==> src/rtl/core/apl_pkg.sv <==
`default_nettype none
// ----------------------------------------------------------------------------
// apl_pkg: shared definitions for the permuted line address generator
// Widths, register indexes, status codes and the cell control and token types.
// ----------------------------------------------------------------------------
package apl_pkg;

	// number of axes the cell row supports
	localparam int MAX_AXES = 4;
	localparam int AXIS_W   = $clog2(MAX_AXES);

	localparam int SIZE_W    = 16;
	localparam int LINE_W    = 32;
	localparam int BYTES_W   = 36;
	localparam int STATUS_W  = 2;
	localparam int CFG_IDX_W = 3;
	localparam int CFG_DAT_W = 16;

	// configuration register indexes
	localparam logic [CFG_IDX_W-1:0] CFG_AXIS_COUNT = 3'd0;
	localparam logic [CFG_IDX_W-1:0] CFG_SIZE0      = 3'd1;
	localparam logic [CFG_IDX_W-1:0] CFG_SIZE1      = 3'd2;
	localparam logic [CFG_IDX_W-1:0] CFG_SIZE2      = 3'd3;
	localparam logic [CFG_IDX_W-1:0] CFG_SIZE3      = 3'd4;
	localparam logic [CFG_IDX_W-1:0] CFG_AXIS_ORDER = 3'd5;
	localparam logic [CFG_IDX_W-1:0] CFG_ELEM_BYTES = 3'd6;

	// result status codes
	localparam logic [STATUS_W-1:0] ST_OK        = 2'd0;
	localparam logic [STATUS_W-1:0] ST_BAD_ORDER = 2'd1;
	localparam logic [STATUS_W-1:0] ST_TOO_BIG   = 2'd2;

	// per-cell control from the sequencer
	typedef struct packed {
		logic              clear;
		logic              cfg_load;
		logic              en;
		logic [SIZE_W-1:0] extm1;
		logic              stride_wr;
		logic [LINE_W-1:0] stride;
	} cell_ctl_t;

	// token handed from cell to cell: increment carry and running line index
	typedef struct packed {
		logic              valid;
		logic              carry;
		logic [LINE_W-1:0] sum;
	} tok_t;

endpackage
`default_nettype wire

==> src/rtl/core/apl_ifs.sv <==
`default_nettype none
// ----------------------------------------------------------------------------
// apl_ifs: request and response channels of the line address generator
// Valid/ready channels; an item moves when valid and ready are both high.
// ----------------------------------------------------------------------------
interface apl_in_if;
	logic valid;
	logic ready;
	logic restart;

	modport source (output valid, output restart, input ready);
	modport sink (input valid, input restart, output ready);
endinterface

interface apl_out_if;
	logic                          valid;
	logic                          ready;
	logic [apl_pkg::STATUS_W-1:0]  status;
	logic [apl_pkg::LINE_W-1:0]    source_line;
	logic [apl_pkg::LINE_W-1:0]    dest_line;
	logic [apl_pkg::BYTES_W-1:0]   line_bytes;
	logic                          last_line;

	modport source (output valid, output status, output source_line, output dest_line,
		output line_bytes, output last_line, input ready);
	modport sink (input valid, input status, input source_line, input dest_line,
		input line_bytes, input last_line, output ready);
endinterface
`default_nettype wire

==> src/rtl/core/apl_cell.sv <==
`default_nettype none
// ----------------------------------------------------------------------------
// apl_cell: one input axis of the coordinate counter
// Holds the axis coordinate and its weighted share of the destination line,
// adds that share to the passing token and advances on an incoming carry.
// ----------------------------------------------------------------------------
module apl_cell (
	input  logic               clk,
	input  logic               arst_n,
	input  apl_pkg::cell_ctl_t ctl,
	input  apl_pkg::tok_t      tok_in,
	output apl_pkg::tok_t      tok_out
);
	import apl_pkg::*;

	logic [SIZE_W-1:0] coord_q;
	logic [SIZE_W-1:0] extm1_q;
	logic [LINE_W-1:0] stride_q;
	logic [LINE_W-1:0] partial_q;
	logic              en_q;
	logic              tok_valid_q;
	logic              tok_carry_q;
	logic [LINE_W-1:0] tok_sum_q;
	logic              step;
	logic              wrap;

	assign step = tok_in.valid && en_q && tok_in.carry;
	assign wrap = (coord_q == extm1_q);

	always_ff @(posedge clk or negedge arst_n) begin
		if (!arst_n) begin
			en_q        <= 1'b0;
			extm1_q     <= '0;
			coord_q     <= '0;
			partial_q   <= '0;
			tok_valid_q <= 1'b0;
		end else begin
			tok_valid_q <= tok_in.valid;
			if (ctl.cfg_load) begin
				en_q    <= ctl.en;
				extm1_q <= ctl.extm1;
			end
			if (ctl.clear) begin
				coord_q   <= '0;
				partial_q <= '0;
			end else if (step) begin
				if (wrap) begin
					coord_q   <= '0;
					partial_q <= '0;
				end else begin
					coord_q   <= coord_q + 16'd1;
					partial_q <= partial_q + stride_q;
				end
			end
		end
	end

	// pass the token on; the share added is the one before this step
	always_ff @(posedge clk) begin
		if (ctl.stride_wr) begin
			stride_q <= ctl.stride;
		end
		tok_carry_q <= en_q ? (tok_in.carry && wrap) : tok_in.carry;
		tok_sum_q   <= en_q ? (tok_in.sum + partial_q) : tok_in.sum;
	end

	assign tok_out.valid = tok_valid_q;
	assign tok_out.carry = tok_carry_q;
	assign tok_out.sum   = tok_sum_q;

endmodule
`default_nettype wire

==> src/rtl/core/axis_permute_line_address_gen_core.sv <==
`default_nettype none
// ----------------------------------------------------------------------------
// axis_permute_line_address_gen_core: line addresses for an axis-permuting copy
// Checks and prepares the axis order on a restart item, then yields one line
// copy (source line, destination line, bytes, last flag) per advance item.
// ----------------------------------------------------------------------------
//
//  channel  role     payload                                        handshake
//  -------  -------  ---------------------------------------------  -----------
//  req      sink     restart                                        valid/ready
//  rsp      source   status, source_line, dest_line, line_bytes,    valid/ready
//                    last_line
//  cfg      write    cfg_index, cfg_data                            cfg_wr_en
//
//  Steps: a line advance walks a token down the cell row, one cell per cycle;
//  a restart runs one multiply step per axis, then the byte count; rejected
//  items and whole-array lines go from S_IDLE straight to S_DONE.
//  Reset clears the pass, so advances report a bad order until a restart.
//  req is taken whenever the sequencer is idle, also while a result waits in
//  the rsp register; a stalled rsp holds the sequencer in its final state.
//
module axis_permute_line_address_gen_core (
	input  logic                            clk,
	input  logic                            arst_n,
	input  logic                            cfg_wr_en,
	input  logic [apl_pkg::CFG_IDX_W-1:0]   cfg_index,
	input  logic [apl_pkg::CFG_DAT_W-1:0]   cfg_data,
	apl_in_if.sink                          req,
	apl_out_if.source                       rsp
);
	import apl_pkg::*;

	localparam logic [AXIS_W-1:0] K_LAST     = AXIS_W'(MAX_AXES - 1);
	localparam logic [48:0]       TWO_POW_32 = 49'h1_0000_0000;

	typedef enum logic [2:0] {
		S_IDLE,
		S_SETUP,
		S_BYTES,
		S_WALK,
		S_DONE
	} state_t;

	// extent of an axis: a zero size counts as one
	function automatic logic [SIZE_W-1:0] ext_of(input logic [SIZE_W-1:0] s);
		return (s == '0) ? 16'd1 : s;
	endfunction

	// input axis placed at output axis j
	function automatic logic [1:0] field_of(input logic [7:0] ord, input logic [1:0] j);
		return ord[2*j +: 2];
	endfunction

	// configuration registers
	logic [2:0]        axis_count_q;
	logic [SIZE_W-1:0] size_q [4];
	logic [7:0]        order_q;
	logic [3:0]        eb_q;

	// pass state
	state_t             state_q;
	logic               order_valid_q;
	logic [2:0]         fixed_q;
	logic [LINE_W-1:0]  counter_q;
	logic [32:0]        lines_q;
	logic [32:0]        total_q;
	logic [32:0]        p0f_q;
	logic               ovf_q;
	logic [BYTES_W-1:0] bytes_q;
	logic [AXIS_W-1:0]  k_q;

	// staged result
	logic [STATUS_W-1:0] res_status_q;
	logic [LINE_W-1:0]   res_src_q;
	logic [LINE_W-1:0]   res_dst_q;
	logic [BYTES_W-1:0]  res_bytes_q;
	logic                res_last_q;

	// response register
	logic                rsp_valid_q;
	logic [STATUS_W-1:0] rsp_status_q;
	logic [LINE_W-1:0]   rsp_src_q;
	logic [LINE_W-1:0]   rsp_dst_q;
	logic [BYTES_W-1:0]  rsp_bytes_q;
	logic                rsp_last_q;

	logic        acc;
	logic        acc_restart;
	logic        launch;
	logic        cfg_hit;
	logic        rsp_free;
	logic        ok_c;
	logic [2:0]  f_c;
	logic [2:0]  n;
	logic [1:0]  fld_k;
	logic        mul_act;
	logic        str_act;
	logic [48:0] prod1;
	logic [48:0] prod2;
	logic [32:0] base;
	logic [36:0] bytes_full;
	logic [32:0] cnt_next;
	logic        last_c;

	cell_ctl_t cell_ctl  [MAX_AXES];
	tok_t      tok_chain [MAX_AXES+1];

	assign n           = axis_count_q;
	assign req.ready   = (state_q == S_IDLE);
	assign acc         = req.valid && req.ready;
	assign acc_restart = acc && req.restart;
	assign cfg_hit     = cfg_wr_en && (cfg_index <= CFG_ELEM_BYTES);
	assign rsp_free    = !rsp_valid_q || rsp.ready;

	// check the order: every used field in range and named once; count the
	// leading output axes that keep their own input axis
	always_comb begin
		logic [3:0] used;
		logic [1:0] v;
		logic       run;
		ok_c = (n >= 3'd1) && (n <= 3'(MAX_AXES));
		used = '0;
		f_c  = '0;
		run  = 1'b1;
		for (int j = 0; j < 4; j++) begin
			v = field_of(order_q, 2'(j));
			if (3'(j) < n) begin
				if (({1'b0, v} >= n) || used[v]) begin
					ok_c = 1'b0;
				end
				used[v] = 1'b1;
				if (run && (v == 2'(j))) begin
					f_c = 3'(j + 1);
				end else begin
					run = 1'b0;
				end
			end
		end
	end

	// setup datapath: element count over input axes, destination strides over
	// the moving output axes, bytes per line
	always_comb begin
		fld_k      = field_of(order_q, 2'(k_q));
		mul_act    = (3'(k_q) < n);
		str_act    = (3'(k_q) >= fixed_q) && (3'(k_q) < n);
		prod1      = total_q * ext_of(size_q[2'(k_q)]);
		prod2      = lines_q * ext_of(size_q[fld_k]);
		base       = (fixed_q >= n) ? total_q : p0f_q;
		bytes_full = base * eb_q;
		cnt_next   = {1'b0, counter_q} + 33'd1;
		last_c     = (cnt_next >= lines_q);
	end

	// cell control: clear and arm on restart, load strides during setup
	always_comb begin
		for (int d = 0; d < MAX_AXES; d++) begin
			cell_ctl[d].clear     = acc_restart;
			cell_ctl[d].cfg_load  = acc_restart;
			cell_ctl[d].en        = (3'(d) >= f_c) && (3'(d) < n);
			cell_ctl[d].extm1     = ext_of(size_q[2'(d)]) - 16'd1;
			cell_ctl[d].stride_wr = (state_q == S_SETUP) && str_act && (fld_k == 2'(d));
			cell_ctl[d].stride    = lines_q[LINE_W-1:0];
		end
	end

	// launch one token per line: carry in at the lowest axis, empty sum
	assign launch = acc && !req.restart && order_valid_q && (fixed_q < n);

	assign tok_chain[0].valid = launch;
	assign tok_chain[0].carry = 1'b1;
	assign tok_chain[0].sum   = '0;

	for (genvar d = 0; d < MAX_AXES; d++) begin : g_cell
		apl_cell u_cell (
			.clk     (clk),
			.arst_n  (arst_n),
			.ctl     (cell_ctl[d]),
			.tok_in  (tok_chain[d]),
			.tok_out (tok_chain[d+1])
		);
	end

	// configuration writes
	always_ff @(posedge clk or negedge arst_n) begin
		if (!arst_n) begin
			axis_count_q <= 3'd1;
			size_q       <= '{default: 16'd1};
			order_q      <= 8'd228;
			eb_q         <= 4'd1;
		end else if (cfg_wr_en) begin
			unique case (cfg_index)
				CFG_AXIS_COUNT: axis_count_q <= cfg_data[2:0];
				CFG_SIZE0:      size_q[0]    <= cfg_data;
				CFG_SIZE1:      size_q[1]    <= cfg_data;
				CFG_SIZE2:      size_q[2]    <= cfg_data;
				CFG_SIZE3:      size_q[3]    <= cfg_data;
				CFG_AXIS_ORDER: order_q      <= cfg_data[7:0];
				CFG_ELEM_BYTES: eb_q         <= cfg_data[3:0];
				default: ;
			endcase
		end
	end

	// sequencer, pass state and response register
	always_ff @(posedge clk or negedge arst_n) begin
		if (!arst_n) begin
			state_q       <= S_IDLE;
			order_valid_q <= 1'b0;
			fixed_q       <= '0;
			counter_q     <= '0;
			lines_q       <= 33'd1;
			total_q       <= 33'd1;
			p0f_q         <= 33'd1;
			ovf_q         <= 1'b0;
			bytes_q       <= '0;
			k_q           <= '0;
			res_status_q  <= ST_OK;
			res_src_q     <= '0;
			res_dst_q     <= '0;
			res_bytes_q   <= '0;
			res_last_q    <= 1'b0;
			rsp_valid_q   <= 1'b0;
			rsp_status_q  <= ST_OK;
			rsp_src_q     <= '0;
			rsp_dst_q     <= '0;
			rsp_bytes_q   <= '0;
			rsp_last_q    <= 1'b0;
		end else begin
			// drop the response once taken; a new load below overrides
			if (rsp_valid_q && rsp.ready) begin
				rsp_valid_q <= 1'b0;
			end

			unique case (state_q)
				S_IDLE: begin
					if (acc) begin
						res_src_q   <= '0;
						res_dst_q   <= '0;
						res_bytes_q <= '0;
						res_last_q  <= 1'b0;
						if (req.restart) begin
							counter_q     <= '0;
							order_valid_q <= 1'b0;
							res_status_q  <= ST_OK;
							if (ok_c) begin
								fixed_q <= f_c;
								total_q <= 33'd1;
								lines_q <= 33'd1;
								p0f_q   <= 33'd1;
								ovf_q   <= 1'b0;
								k_q     <= '0;
								state_q <= S_SETUP;
							end else begin
								res_status_q <= ST_BAD_ORDER;
								state_q      <= S_DONE;
							end
						end else if (!order_valid_q) begin
							res_status_q <= ST_BAD_ORDER;
							state_q      <= S_DONE;
						end else if (fixed_q >= n) begin
							// identity order: the whole array is one line
							res_status_q <= ST_OK;
							res_bytes_q  <= bytes_q;
							res_last_q   <= 1'b1;
							state_q      <= S_DONE;
						end else begin
							res_status_q <= ST_OK;
							res_src_q    <= counter_q;
							res_bytes_q  <= bytes_q;
							res_last_q   <= last_c;
							counter_q    <= last_c ? '0 : counter_q + 32'd1;
							state_q      <= S_WALK;
						end
					end
				end

				S_SETUP: begin
					if (mul_act) begin
						total_q <= prod1[32:0];
						if (prod1 > TWO_POW_32) begin
							ovf_q <= 1'b1;
						end
					end
					if (3'(k_q) == fixed_q) begin
						p0f_q <= total_q;
					end
					if (str_act) begin
						lines_q <= prod2[32:0];
					end
					if (k_q == K_LAST) begin
						state_q <= S_BYTES;
					end else begin
						k_q <= k_q + 1'b1;
					end
				end

				S_BYTES: begin
					bytes_q       <= bytes_full[BYTES_W-1:0];
					res_status_q  <= ovf_q ? ST_TOO_BIG : ST_OK;
					order_valid_q <= !ovf_q;
					state_q       <= S_DONE;
				end

				S_WALK: begin
					// hold until the token leaves the last cell
					if (tok_chain[MAX_AXES].valid) begin
						if (rsp_free) begin
							rsp_valid_q  <= 1'b1;
							rsp_status_q <= res_status_q;
							rsp_src_q    <= res_src_q;
							rsp_dst_q    <= tok_chain[MAX_AXES].sum;
							rsp_bytes_q  <= res_bytes_q;
							rsp_last_q   <= res_last_q;
							state_q      <= S_IDLE;
						end else begin
							res_dst_q <= tok_chain[MAX_AXES].sum;
							state_q   <= S_DONE;
						end
					end
				end

				S_DONE: begin
					if (rsp_free) begin
						rsp_valid_q  <= 1'b1;
						rsp_status_q <= res_status_q;
						rsp_src_q    <= res_src_q;
						rsp_dst_q    <= res_dst_q;
						rsp_bytes_q  <= res_bytes_q;
						rsp_last_q   <= res_last_q;
						state_q      <= S_IDLE;
					end
				end

				default: state_q <= S_IDLE;
			endcase

			// any listed register write ends the pass
			if (cfg_hit) begin
				order_valid_q <= 1'b0;
			end
		end
	end

	assign rsp.valid       = rsp_valid_q;
	assign rsp.status      = rsp_status_q;
	assign rsp.source_line = rsp_src_q;
	assign rsp.dest_line   = rsp_dst_q;
	assign rsp.line_bytes  = rsp_bytes_q;
	assign rsp.last_line   = rsp_last_q;

endmodule
`default_nettype wire

==> src/flat_wrapper.sv <==
// flat-port wrapper written by rule: the top's interface ports become plain ports
module axis_permute_line_address_gen_core_flat import apl_pkg::*;
  (clk, arst_n, cfg_wr_en, cfg_index, cfg_data, req_valid, req_restart, req_ready, rsp_valid, rsp_status, rsp_source_line, rsp_dest_line, rsp_line_bytes, rsp_last_line, rsp_ready);
  apl_in_if req_i ();
  apl_out_if rsp_i ();
  input  logic clk;
  input  logic arst_n;
  input  logic cfg_wr_en;
  input  logic [apl_pkg::CFG_IDX_W-1:0] cfg_index;
  input  logic [apl_pkg::CFG_DAT_W-1:0] cfg_data;
  input wire logic [$bits(req_i.valid)-1:0] req_valid;
  input wire logic [$bits(req_i.restart)-1:0] req_restart;
  output wire logic [$bits(req_i.ready)-1:0] req_ready;
  output wire logic [$bits(rsp_i.valid)-1:0] rsp_valid;
  output wire logic [$bits(rsp_i.status)-1:0] rsp_status;
  output wire logic [$bits(rsp_i.source_line)-1:0] rsp_source_line;
  output wire logic [$bits(rsp_i.dest_line)-1:0] rsp_dest_line;
  output wire logic [$bits(rsp_i.line_bytes)-1:0] rsp_line_bytes;
  output wire logic [$bits(rsp_i.last_line)-1:0] rsp_last_line;
  input wire logic [$bits(rsp_i.ready)-1:0] rsp_ready;
  assign req_i.valid = req_valid;
  assign req_i.restart = req_restart;
  assign req_ready = req_i.ready;
  assign rsp_valid = rsp_i.valid;
  assign rsp_status = rsp_i.status;
  assign rsp_source_line = rsp_i.source_line;
  assign rsp_dest_line = rsp_i.dest_line;
  assign rsp_line_bytes = rsp_i.line_bytes;
  assign rsp_last_line = rsp_i.last_line;
  assign rsp_i.ready = rsp_ready;
  axis_permute_line_address_gen_core u_core (.clk(clk), .arst_n(arst_n), .cfg_wr_en(cfg_wr_en), .cfg_index(cfg_index), .cfg_data(cfg_data), .req(req_i), .rsp(rsp_i));
endmodule
==> config.mk <==
export PLATFORM = sky130hd
export DESIGN_NAME = axis_permute_line_address_gen_core_flat
export DESIGN_NICKNAME = d
export VERILOG_FILES = /design/src/rtl/core/apl_pkg.sv /design/src/rtl/core/apl_ifs.sv /design/src/rtl/core/apl_cell.sv /design/src/rtl/core/axis_permute_line_address_gen_core.sv /design/src/flat_wrapper.sv
export SDC_FILE = /design/constraint.sdc
export NUM_CORES = 2
export LEC_CHECK = 0
export BUFFER_PORTS_ARGS = -buffer_cell sky130_fd_sc_hd__buf_2
export CAP_MARGIN = 40
export CORE_MARGIN = 10
export CORE_UTILIZATION = 60
export CTS_CLUSTER_SIZE = 12
export DETAILED_ROUTE_END_ITERATION = 10
export PLACE_DENSITY = 0.73
export SETUP_SLACK_MARGIN = 0.15
export SLEW_MARGIN = 20
export SYNTH_ARGS = -nofsm -noshare
export SYNTH_HDL_FRONTEND = slang
export SYNTH_HIERARCHICAL = 1
export SYNTH_SLANG_ARGS = --single-unit
==> constraint.sdc <==
create_clock -name clk -period 11.6 [get_ports clk]
set_input_delay 2.32 -clock clk [delete_from_list [all_inputs] [get_ports clk]]
set_output_delay 2.32 -clock clk [all_outputs]
set_load 0.005 [all_outputs]
==> Word-level counts from Yosys, hierarchy flattened <==
Index checks and enable logic that the tools add are counted.
{ "classes": {"n_addsub": 16, "multipliers": 3, "order_cmp": 30, "eq_ne": 36, "shifts": 1, "n_mux": 155, "n_bitwise": 4, "n_reduce_logical": 82} }
{ "op_table": {"columns": ["operator", "n"], "rows": [
  ["two-way mux 32 bit", 30],
  ["two-way mux 16 bit", 20],
  ["two-way mux 33 bit", 7],
  ["adder 32 bit", 7],
  ["case mux 33 bit (2 select lines)", 3],
  ["case mux 32 bit (2 select lines)", 3],
  ["two-way mux 36 bit", 4],
  ["logical NOT 16 bit", 6],
  ["case mux 36 bit (2 select lines)", 1],
  ["adder 16 x 1 -> 16 bit, second input constant", 4],
  ["binary-select mux 16 bit (select 2 bit)", 2],
  ["> comparator 49 x 33 -> 1 bit, second input constant", 1],
  ["multiplier 33 x 16 -> 49 bit", 1],
  ["two-way mux 3 bit", 16],
  ["two-way mux 1 bit", 42],
  ["multiplier 33 x 4 -> 36 bit", 1],
  ["adder 32 x 1 -> 33 bit, second input constant", 1],
  ["greater-or-equal comparator 33 bit", 1],
  ["logical AND 1 bit", 33],
  ["multiplier 33 x 16 -> 33 bit", 1],
  ["adder 32 x 1 -> 32 bit, second input constant", 1],
  ["== test 16 bit", 2],
  ["subtractor 16 x 1 -> 16 bit, second input constant", 2],
  ["inequality test 2 bit, second input constant", 10],
  ["other kinds (43)", 128]
]} }
{ "word_totals": {"ff_bits": 954, "inputBits": 25, "word_cells": 384} }

==> Longest topological paths before layout <==
{ "logic_depth": {"depth_word": 18, "depth_mapped": 33, "mapped_depth_nobuf": 28} }

==> By module <==
The synthesis kept the hierarchy.
{ "modules_own_cells": {"columns": ["mod", "n_inst", "cells_per_inst", "area_each_um2"], "rows": [
  ["axis_permute_line_address_gen_core", 1, 5901, 53920.5],
  ["apl_cell at u_core.g_cell[1].u_cell ...", 3, 809, 7907.6],
  ["apl_cell at u_core.g_cell[0].u_cell", 1, 816, 7995.2]
]} }

==> Worst setup path before layout <==
Ideal clock, no wire load.
{ "synth_timing": {"path_kind": "reg2reg", "start": "reg u_core.order_q[0]", "end": "reg u_core.lines_q[25]", "setup_time_ns": 0.134, "arrival_ns": 8.029, "required_ns": 11.466, "slack_ns": 3.437, "path_stages_with_launch": 34, "n_path_buf": 6, "synth_period_minus_slack_ns": 8.163, "cell_sequence": "dfrtp_1 > buf_2 > mux4_2 > buf_6 > buf_6 > buf_2 > mux2i_1 > mux2i_1 > clkbuf_1 > clkbuf_1 > nand2_1 > fa_1 > inv_1 > fa_1 > inv_1 > fa_1 > fa_1 > inv_1 > fa_1 > inv_1 > fa_1 > inv_1 > ha_1 > a21o_1 > a21o_1 > nand2_1 > nand2_1 > o311a_1 > o41ai_1 > o21ai_0 > a21o_1 > a21oi_1 > xor2_1 > o21ai_0"} }
{ "synth_between": {"elab_chain_len": 16, "elab_cells_between_ends": 43} }
{ "synth_lines": {"columns": ["item", "line", "rtl"], "rows": [
  ["start: declaration", "axis_permute_line_address_gen_core.sv:57", "logic [7:0] order_q;"],
  ["start signal: assignment", "axis_permute_line_address_gen_core.sv:198", "CFG_AXIS_ORDER: order_q <= cfg_data[7:0];"],
  ["parallel branches: the longest is 16 deep, another holds multiplier 33 x 16 -> 33 bit", null, null],
  ["end signal: assignment", "axis_permute_line_address_gen_core.sv:289", "lines_q <= prod2[32:0];"],
  ["end: declaration", "axis_permute_line_address_gen_core.sv:65", "logic [32:0] lines_q;"]
]} }
Several ways; the timed one is not identified. The select of a mux whose other input is x is not followed.
A chain may end at the register's enable or synchronous reset.

==> Worst setup path after layout <==
{ "layout_timing": {"start": "reg u_core.k_q[0]", "end": "reg u_core.ovf_q"} }
{ "layout_between": {"elab_chain_len": 10, "elab_cells_between_ends": 12} }
{ "layout_lines": {"columns": ["item", "line", "rtl"], "rows": [
  ["start: declaration", "axis_permute_line_address_gen_core.sv:70", "logic [AXIS_W-1:0] k_q;"],
  ["start signal: assignment", "axis_permute_line_address_gen_core.sv:294", "k_q <= k_q + 1'b1;"],
  ["NOT 2 -> 3 bit (not written as such)", "axis_permute_line_address_gen_core.sv:147", "prod1 = total_q * ext_of(size_q[2'(k_q)]);"],
  ["binary-select mux 16 bit (select 2 bit)", "axis_permute_line_address_gen_core.sv:147", null],
  ["two-way mux 16 bit (not written as such) (2 in a row)", "axis_permute_line_address_gen_core.sv:147", null],
  ["logical NOT 16 bit", "axis_permute_line_address_gen_core.sv:46", "return (s == '0) ? 16'd1 : s;"],
  ["two-way mux 16 bit", "axis_permute_line_address_gen_core.sv:46", null],
  ["multiplier 33 x 16 -> 49 bit", "axis_permute_line_address_gen_core.sv:147", null],
  ["> comparator 49 x 33 -> 1 bit", "axis_permute_line_address_gen_core.sv:281", "if (prod1 > TWO_POW_32) begin"],
  ["inequality test 2 bit (no line)", null, null],
  ["AND reduction 6 bit (no line) *", null, null],
  ["end signal: assignment", "axis_permute_line_address_gen_core.sv:215", "ovf_q <= 1'b0;"],
  ["end signal: assignment", "axis_permute_line_address_gen_core.sv:251", "ovf_q <= 1'b0;"],
  ["end signal: assignment", "axis_permute_line_address_gen_core.sv:282", "ovf_q <= 1'b1;"],
  ["end: declaration", "axis_permute_line_address_gen_core.sv:68", "logic ovf_q;"]
]} }
Mark *: on every way between the ends. The rest lies on a longest branch, timed or not. The select of a mux whose other input is x is not followed.

==> metrics.md <==
| Metric | Value |
|---|---|
| RePlAce Congestion | `roughly 0.95` |
| Via count | `66900` |
| Global route total overflow | `0` |
| Peak fanout along the critical path | `20` |
| FF-to-FF setup slack | `2.60 ns` |
| Average size of a mapped cell | `between 9 and 10 um^2` |
| CP peak stage delay | `between 0.8 and 0.9 ns` |
| Measured slew at the worst slew-check pin | `around 0.95 ns` |
| Cell Chain, Critical Path | `buf_4 > mux4_2 > buf_16 > or4_1 > nor4_1 > a31o_2 > buf_16 > nand2_1 > fa_1 > inv_1 > fa_1 > fa_1 > ha_1 > nand2_1 > or4_1 > or4_1 > nand3_1 > a21oi_1 > o31ai_2 > xor2_1 > or4_1 > o41ai_2 > and4_1 > o21ai_1` |
| Syn Inst Count | `between 9000 and 10000` |
| Vias per cell | `around 6` |
| Nets | `about 11000` |
| Clock Path Buffers | `3` |
| Ports | `130` |
| Area delta synth->final | `8.55%` |
| CTS tree | `done` |
| Crit path kind | `reg2reg` |
| Overall routing resource usage | `0.292` |
| Die X | `~400 um` |
| Crit. End Element | `flop` |
| Unrepaired setup endpoints after global routing | `no` |
| Relative slew slack | `0.368` |
| Data arrival, critical path | `9.62 ns` |
| Largest net degree at the start of global routing | `about 180` |
| Post-DP HPWL | `~170 mm` |
| Hold crit path type | `reg2reg` |
| Core area | `roughly 0.14 mm^2` |
| Die area | `approximately 0.16 mm^2` |
| Final clock skew | `0.0673 ns` |
| Hold path startpoint | `u_core/g_cell[0].u_cell/tok_valid_q$_DFF_PN0_` |
| First-pass DRT Iterations | `7` |
| RR Endpoint | `u_core/ovf_q$_DFFE_PN0P_` |
| Hold endpoint | `u_core/g_cell[1].u_cell/tok_valid_q$_DFF_PN0_` |
| Reg2Reg Launch Point | `u_core/k_q[0]$_DFFE_PN0P_` |
| Vias in the first global route | `approximately 67000` |
| # rows | `~140` |
| Tmin final | `9.00 ns` |
| Critical path startpoint category | `flop` |
| Final Hold Fails | `0` |
| Ratio of cells with drive above 1 in the final layout | `0.0952` |
| First DRT Iteration DRCs | `roughly 5600` |
| CP max stage cell | `mux4_2` |
| Clock Pin Slew Worst Setup and Hold Paths | `approximately 0.060 ns` |
| DR WL/cell | `roughly 21 um` |
| Fin crit share | `0.776` |
| Fill cell count | `around 11000` |
| Global-route wire length before repair | `372 mm` |
| Hold buffers post-CTS | `0` |
| Slew Limit Fails | `0` |
| Worst-skew pair later-pin latency | `between 0.7 and 0.8 ns` |
| Port Buffers | `between 100 and 150` |
| Max Freq | `about 110 MHz` |
| Maxcap violations | `0` |
| Post-CTS setup buffers | `0` |
| Post-Syn Area | `0.0856 mm^2` |
| Root Buffer | `clkbuf_16` |
| Setup_tns | `0 ns` |
| Yosys warns | `6` |
| Reg2Reg Depth | `24` |
| TritonCTS buffer count | `approximately 110` |
| Status | `complete, no violations` |
| Starting Density | `0.605` |
| Final setup viols | `0` |
| Most frequent CP cell | `or4_1` |
| TritonCTS sink count | `between 900 and 1000` |
| Die Ht | `roughly 400 um` |
| Initial antenna violation count | `35` |
| PostCTS Resize Cnt | `0` |
| Detail Route Antenna Nets | `0` |
| Routed WL | `around 230 mm` |
| CP required | `between 10 and 15 ns` |
| WHS Path Cells | `0` |
| H-tree Lvls | `3` |
| Drt drc | `0` |
## worst max-delay path: cells and delay by family, from the launching register on
kind / cells / cell delay (ns)
buf+inv: 4 / 0.90
xor+xnor: 1 / 0.14
compound gates: 5 / 1.52
simple gates: 9 / 3.08
flops: 1 / 0.37
mux: 1 / 0.84
fa+ha+maj: 4 / 1.99
## how the worst max path moves through the flow
stage                     slack, ns                     startpoint  depth (start not counted)                        endpoint
after floorplan                3.44  u_core/order_q[0]$_DFFE_PN0P_                         33  u_core/lines_q[25]$_DFFE_PN0P_
after global placement         1.89      u_core/k_q[1]$_DFFE_PN0P_                         27  u_core/lines_q[32]$_DFFE_PN0P_
after detailed placement       2.50      u_core/k_q[0]$_DFFE_PN0P_                         23        u_core/ovf_q$_DFFE_PN0P_
after CTS                      2.39      u_core/k_q[0]$_DFFE_PN0P_                         23        u_core/ovf_q$_DFFE_PN0P_
after global routing           2.09  u_core/order_q[0]$_DFFE_PN0P_                         30  u_core/lines_q[32]$_DFFE_PN0P_
final                          2.60      u_core/k_q[0]$_DFFE_PN0P_                         24        u_core/ovf_q$_DFFE_PN0P_
## registers in the layout, indices dropped and copies added (netlist names), 64 cells and up
| signal | cells |
|---|---|
| u_core/g_cell.u_cell/partial_q | 128 |
| u_core/g_cell.u_cell/stride_q | 128 |
| u_core/g_cell.u_cell/tok_sum_q | 128 |
| u_core/g_cell.u_cell/coord_q | 64 |
| u_core/g_cell.u_cell/extm1_q | 64 |
| u_core/size_q | 64 |
## stage by stage
stage	utilization	area [um^2]	instances	setup WS (ns)	hold slack (ns)
3_3_place_gp	0.623	88200	10900	1.89	0.417
5_1_grt	0.656	92900	11200	2.09	0.434
4_1_cts	0.654	92600	11100	2.39	0.415
3_5_place_dp	0.628	88900	10900	2.50	0.419
2_1_floorplan	-	86000	9237	3.44	0.409
6_report	0.656	92900	11200	2.60	0.431
## cell type report
type / count / area [um^2] / share of cell area
Inverter: 1003 / 3760 / 0.0405
Tap cell: 1890 / 2360 / 0.0254
Antenna cell: 14 / 35.0 / 0.000377
Clock inverter: 39 / 582 / 0.00626
Sequential cell: 986 / 24700 / 0.266
Clock buffer: 165 / 3150 / 0.0339
Timing Repair Buffer: 277 / 2370 / 0.0255
Multi-Input combinational cell: 6788 / 56000 / 0.602
## per-layer routing
| layer | routed length (um) | track usage | up-vias |
|---|---|---|---|
| met1 | 99100 | 0.415 | 33200 |
| met2 | 104000 | 0.453 | 2842 |
| met5 | 189 | 0 | - |
| li1 | - | - | 30400 |
| met3 | 22600 | 0.0615 | 462 |
| met4 | 6710 | 0.0855 | 30 |
## layout by cell type, fill, tap and decap left out, types with 47 or more instances in the layout
master,instances
and3_1,75
clkbuf_16,110
nand2b_1,66
mux2_2,298
o21ai_0,476
edfxtp_1,128
mux2i_1,69
a22o_1,99
xnor2_1,206
a31oi_1,55
inv_1,1003
buf_4,103
xor2_1,234
nand3_1,147
nand4_1,66
and2_1,340
conb_1,98
o21a_1,47
nor2_1,280
fa_1,820
nor2b_1,60
nor3_1,81
a21oi_1,382
a21o_1,177
nand2_1,1529
buf_2,128
dfxtp_1,131
dfrtp_1,714
ha_1,527
Power is not shown: default switching activity piles up to over one toggle a cycle in this logic, so the estimate is an artifact.
